### config.mk
export PLATFORM = sky130hd
export DESIGN_NAME = dpw_cell
export DESIGN_NICKNAME = d
export VERILOG_FILES = /design/src/dpw_pkg.sv /design/src/dpw_cell.sv
export SDC_FILE = /design/constraint.sdc
export NUM_CORES = 1
export LEC_CHECK = 0
export BUFFER_PORTS_ARGS = -buffer_cell sky130_fd_sc_hd__buf_2
export CORE_ASPECT_RATIO = 1.4
export CORE_MARGIN = 5
export CORE_UTILIZATION = 55
export CTS_BUF_LIST = sky130_fd_sc_hd__clkbuf_8 sky130_fd_sc_hd__clkbuf_16
export CTS_CLUSTER_DIAMETER = 200
export DETAILED_ROUTE_END_ITERATION = 12
export HOLD_SLACK_MARGIN = 0.03
export PLACE_DENSITY = 0.82
export SYNTH_ARGS = -nofsm -noshare
export SYNTH_HDL_FRONTEND = slang
export SYNTH_SLANG_ARGS = --single-unit
### constraint.sdc
create_clock -name clk -period 23.4 [get_ports clk]
set_clock_uncertainty 0.15 [all_clocks]
set_input_delay 1.17 -clock clk [delete_from_list [all_inputs] [get_ports clk]]
set_output_delay 1.17 -clock clk [all_outputs]
set_load 0.01 [all_outputs]
### src/dpw_pkg.sv
package dpw_pkg;

  localparam int QUERY_MAX = 256;
  localparam int QIDX_W    = $clog2(QUERY_MAX);
  localparam int QCNT_W    = $clog2(QUERY_MAX + 1);
  localparam int PITCH_W   = 8;
  localparam int OFS_W     = 10;
  localparam int DIFF_W    = OFS_W + 1;
  localparam int LCOST_W   = OFS_W;
  localparam int COST_W    = 24;

  localparam logic [COST_W-1:0] COST_MAX   = {COST_W{1'b1}};
  localparam logic [COST_W-1:0] EMPTY_CODE = COST_W'(99999);

  typedef enum logic [1:0] {
    REQ_CLEAR  = 2'd0,
    REQ_APPEND = 2'd1,
    REQ_REF    = 2'd2,
    REQ_END    = 2'd3
  } dpw_req_t;

  typedef struct packed {
    logic [1:0]         req_type;
    logic [PITCH_W-1:0] pitch_sample;
  } dpw_in_t;

  typedef struct packed {
    logic [COST_W-1:0] match_cost;
    logic              was_empty;
  } dpw_out_t;

  // query sample write, broadcast to every cell
  typedef struct packed {
    logic               en;
    logic [QIDX_W-1:0]  idx;
    logic [PITCH_W-1:0] data;
  } dpw_qwr_t;

  // word handed from one cell to the next
  typedef struct packed {
    logic               vld;
    logic               is_end;
    logic               first;
    logic               empty;
    logic [PITCH_W-1:0] ref_smp;
    logic [QIDX_W-1:0]  tgt;
    logic [COST_W-1:0]  cost;
    logic [COST_W-1:0]  diag;
  } dpw_wave_t;

endpackage

### src/dpw_cell.sv
module dpw_cell (
  input  logic                                  clk,
  input  logic                                  rst_n,
  input  logic [dpw_pkg::QIDX_W-1:0]            cell_idx,
  input  logic signed [dpw_pkg::OFS_W-1:0]      pitch_offset,
  input  dpw_pkg::dpw_qwr_t                     qwr,
  input  dpw_pkg::dpw_wave_t                    wave_in,
  output dpw_pkg::dpw_wave_t                    wave_out
);
  import dpw_pkg::*;

  logic [PITCH_W-1:0]       q_r;
  logic [COST_W-1:0]        cost_r;
  dpw_wave_t                wave_r;
  dpw_wave_t                wave_nxt;
  logic                     head;
  logic signed [DIFF_W-1:0] diff;
  logic [DIFF_W-1:0]        mag;
  logic [LCOST_W-1:0]       lcost;
  logic [COST_W-1:0]        min_a;
  logic [COST_W-1:0]        min_b;
  logic [COST_W-1:0]        best;
  logic [COST_W:0]          sum;
  logic [COST_W-1:0]        cost_nxt;
  logic                     upd;

  assign head = (cell_idx == '0);

  always_comb begin
    diff  = $signed({3'b000, wave_in.ref_smp}) - $signed({3'b000, q_r})
            + DIFF_W'(pitch_offset);
    mag   = diff[DIFF_W-1] ? DIFF_W'(-diff) : DIFF_W'(diff);
    lcost = mag[LCOST_W-1:0];

    min_a = (cost_r < wave_in.diag) ? cost_r : wave_in.diag;
    min_b = (min_a < wave_in.cost) ? min_a : wave_in.cost;
    priority if (wave_in.first) begin
      best = head ? '0 : wave_in.cost;
    end else if (head) begin
      best = cost_r;
    end else begin
      best = min_b;
    end

    sum      = {1'b0, best} + (COST_W + 1)'(lcost);
    cost_nxt = sum[COST_W] ? COST_MAX : sum[COST_W-1:0];
    upd      = wave_in.vld && !wave_in.is_end;

    wave_nxt = wave_in;
    if (upd) begin
      wave_nxt.cost = cost_nxt;
      wave_nxt.diag = cost_r;
    end else if (wave_in.vld && !wave_in.empty && cell_idx == wave_in.tgt) begin
      // end word picks up the last column's cost
      wave_nxt.cost = cost_r;
    end
  end

  always_ff @(posedge clk) begin
    if (qwr.en && qwr.idx == cell_idx) begin
      q_r <= qwr.data;
    end
    if (upd) begin
      cost_r <= cost_nxt;
    end
    if (!rst_n) begin
      wave_r.vld <= 1'b0;
    end else begin
      wave_r.vld <= wave_nxt.vld;
    end
    wave_r.is_end  <= wave_nxt.is_end;
    wave_r.first   <= wave_nxt.first;
    wave_r.empty   <= wave_nxt.empty;
    wave_r.ref_smp <= wave_nxt.ref_smp;
    wave_r.tgt     <= wave_nxt.tgt;
    wave_r.cost    <= wave_nxt.cost;
    wave_r.diag    <= wave_nxt.diag;
  end

  assign wave_out = wave_r;

endmodule

==> impl_metrics.ini <==
[status]
status = finished, final reports clean

[timing]
fin_crit_ns = 9.099
finalSetupTns_ns = 0
fin_crit_sh_pct = 38.88
setup_viol = 0
hold_violations = 0
setup_slack_ns = 14.30
fmax_mhz = 109.9
rsz0062_at_grt = no
drv_slew = 0
relSlewSlack_pct = 40.50
tightest_slew_ns = 0.8843

[place]
port_buffers = 172
placed_cell_area_sq_um = 8061
gp_congestion = 0.9402
dp_slack_ns = 14.02
dp_hpwl_mm = 15.04

[synthesis]
syn_avg_cell_area_sq_um = 8.551
ys.flop_type = dfxtp_1
ys_warn_count = 0
netlist_area_sq_um = 7132
syn-num-nets = 1017
yosysSeqAreaShare_pct = 32.56
ys_seq_elements = 100
ys_types = 69
yosysMostFrequentCell = nand2_1
synth.area.top_cells = dfxtp_1, edfxtp_1, ha_1, o21ai_0, nand2_1
synth_edf_count = 32
netlist_instances = 834
async_reset_ff_share_pct = 0
synth_top_area_share_pct = 19.09
synth_common_cells = nand2_1, ha_1, inv_1
yosys.area.top_type = dfxtp_1

[layout]
diodes = 0
nNetsFinal = 1172
n_fill_cell = 1112
drive_above_1_share_pct = 22.13
fin_area_sq_um = 8377
syn_to_final_growth_pct = 17.46
regArea_sq_um = 2322
multiInputGateArea_sq_um = 4357

[setup_path]
cp-start-kind = input port
critical_path_buf_inv_count = 3
path_delay_family = compound AO/OA/AOI/OAI gates
timing.rr.start = cost_r[9]
crit_path_max_fanout = 30
critical_path_arrival_ns = 9.23
worstSetupPathType = input port to flip-flop
reg2reg_slack_ns = 14.74
critPathLaunch = wave_in[9]
cp.required_ns = 23.53
endpoint_kind = flip-flop
critical_path.slowest_cell = nand4_2
cpPeakStageDelay_ns = 0.64

[grt]
track_usage_pct = 24.28
grt_max_degree = 66
grt-ovfl-total = 0
grt_pass1_vias = 6530
antenna_found_initial = 0
grt_pass1_wl_mm = 30.10

[clock_network]
cts_sinks = 100
cts_buffers = 9
clk_pin_slew_worst_paths_ns = 0.08
clockRootBuffer = clkbuf_16
cts_tree = yes
cts_max_path_buffers = 2
hold_buffers = 0
clock_latency_ns = 0.35
cts.htree.levels = 3
cts_setup_buffers = 0
cts_resized = 0

[routing]
drtIter0Drc = 440
highest_layer = met4
routed-wl-met3_mm = 1.745
dr_wl_met2_mm = 9.078
routed-via-count = 6669
drtPass1Iterations = 5
wire_per_inst_um = 16.29
routed_wl_mm = 18.69
m1WireLength_mm = 7.291
vias_per_cell = 5.814
drc_errors = 0
ant_nets = 0

[floorplanning]
coreArea_sq_um = 12810
die_x_um = 106.2
ios = 173
initial_utilization_pct = 55.66
rows = 49
die_area_sq_um = 15380
die_h_um = 144.7

[power]
peakVddDrop_uv = 49.21
power_uw = 643.0
power_per_cell_area_nw_per_um2 = 76.75
leakage_uw = 0.004156

[min_path]
hp-start = cost_r[2]
hold_class = flip-flop to flip-flop

[job]
maxCapViolCount = 0
worst paths after layout:
check	end	depth (start not counted)
max	wave_out[40]	34
max reg2reg	wave_out[40]	32
min reg2reg	wave_out[2]	2
min	wave_out[2]	2
stage by stage:
step | hold slack [ns] | cells | utilization (%)
6_report | 0.4451 | 1147 | 65.37
5_1_grt | 0.4888 | 1147 | 65.37
4_1_cts | 0.4455 | 1147 | 65.37
3_5_place_dp | 0.4267 | 1131 | 62.91
3_3_place_gp | 0.4175 | 1131 | 62.91
2_1_floorplan | 0.3560 | 834 | -
registers in the layout (all words and copies together) (netlist names):
signal    count
q_r           8
wave_out     68
cost_r       24
report_power, final:
part,total (uW),switching [uW],internal [uW]
clock,158,71.6,86.0
combinational,259,149,110
sequential,226,16.6,210
tightest hold or removal path, delay by kind of cell, from the launching register on:
family | cells | cell delay [ns]
flip-flops | 1 | 0.44
AND/OR/NAND/NOR | 1 | 0.07
AO/OA/AOI/OAI | 1 | 0.06
cells in the final DEF, fill, tap and decap left out, types with 11 or more instances in the layout:
cell type    n
nand2_1     86
ha_1        75
buf_2      172
inv_1       75
a21o_1      21
xnor2_1     28
and2_1      11
and3_1      13
a31oi_1     15
o21ai_0     74
a21oi_1     47
xor2_1      20
nand3_1     36
nor2_1      52
mux2i_1     19
dfxtp_1     68
edfxtp_1    32
layout make-up:
class	instances	share of cell area (%)
multi-input combinational	624	52.01
inverter	76	3.406
timing repair buffer	178	10.81
clock buffer	9	2.689
clock inverter	7	1.075
sequential	100	27.72
tap	153	2.285
metal layers:
layer  up-vias  global-route usage [%]
met5         -                       0
met1      3042                   28.56
met4         0                   9.754
met2       308                   42.94
met3        44                   5.459
li1       3275                       -
kinds of logic (layout without fill, tap and decap cells):
kind of cell	count (synthesis)	count (layout)	share of synthesized area, %
XOR/XNOR	48	48	5.895
flip-flops	100	100	32.56
AND/OR/NAND/NOR	246	246	16.70
adder cells (fa/ha/maj)	78	78	14.00
buffers and inverters	110	270	6.351
multiplexers	30	30	4.456
AO/OA/AOI/OAI	222	222	20.04
No activity file was read; power rests on OpenSTA's default activity.
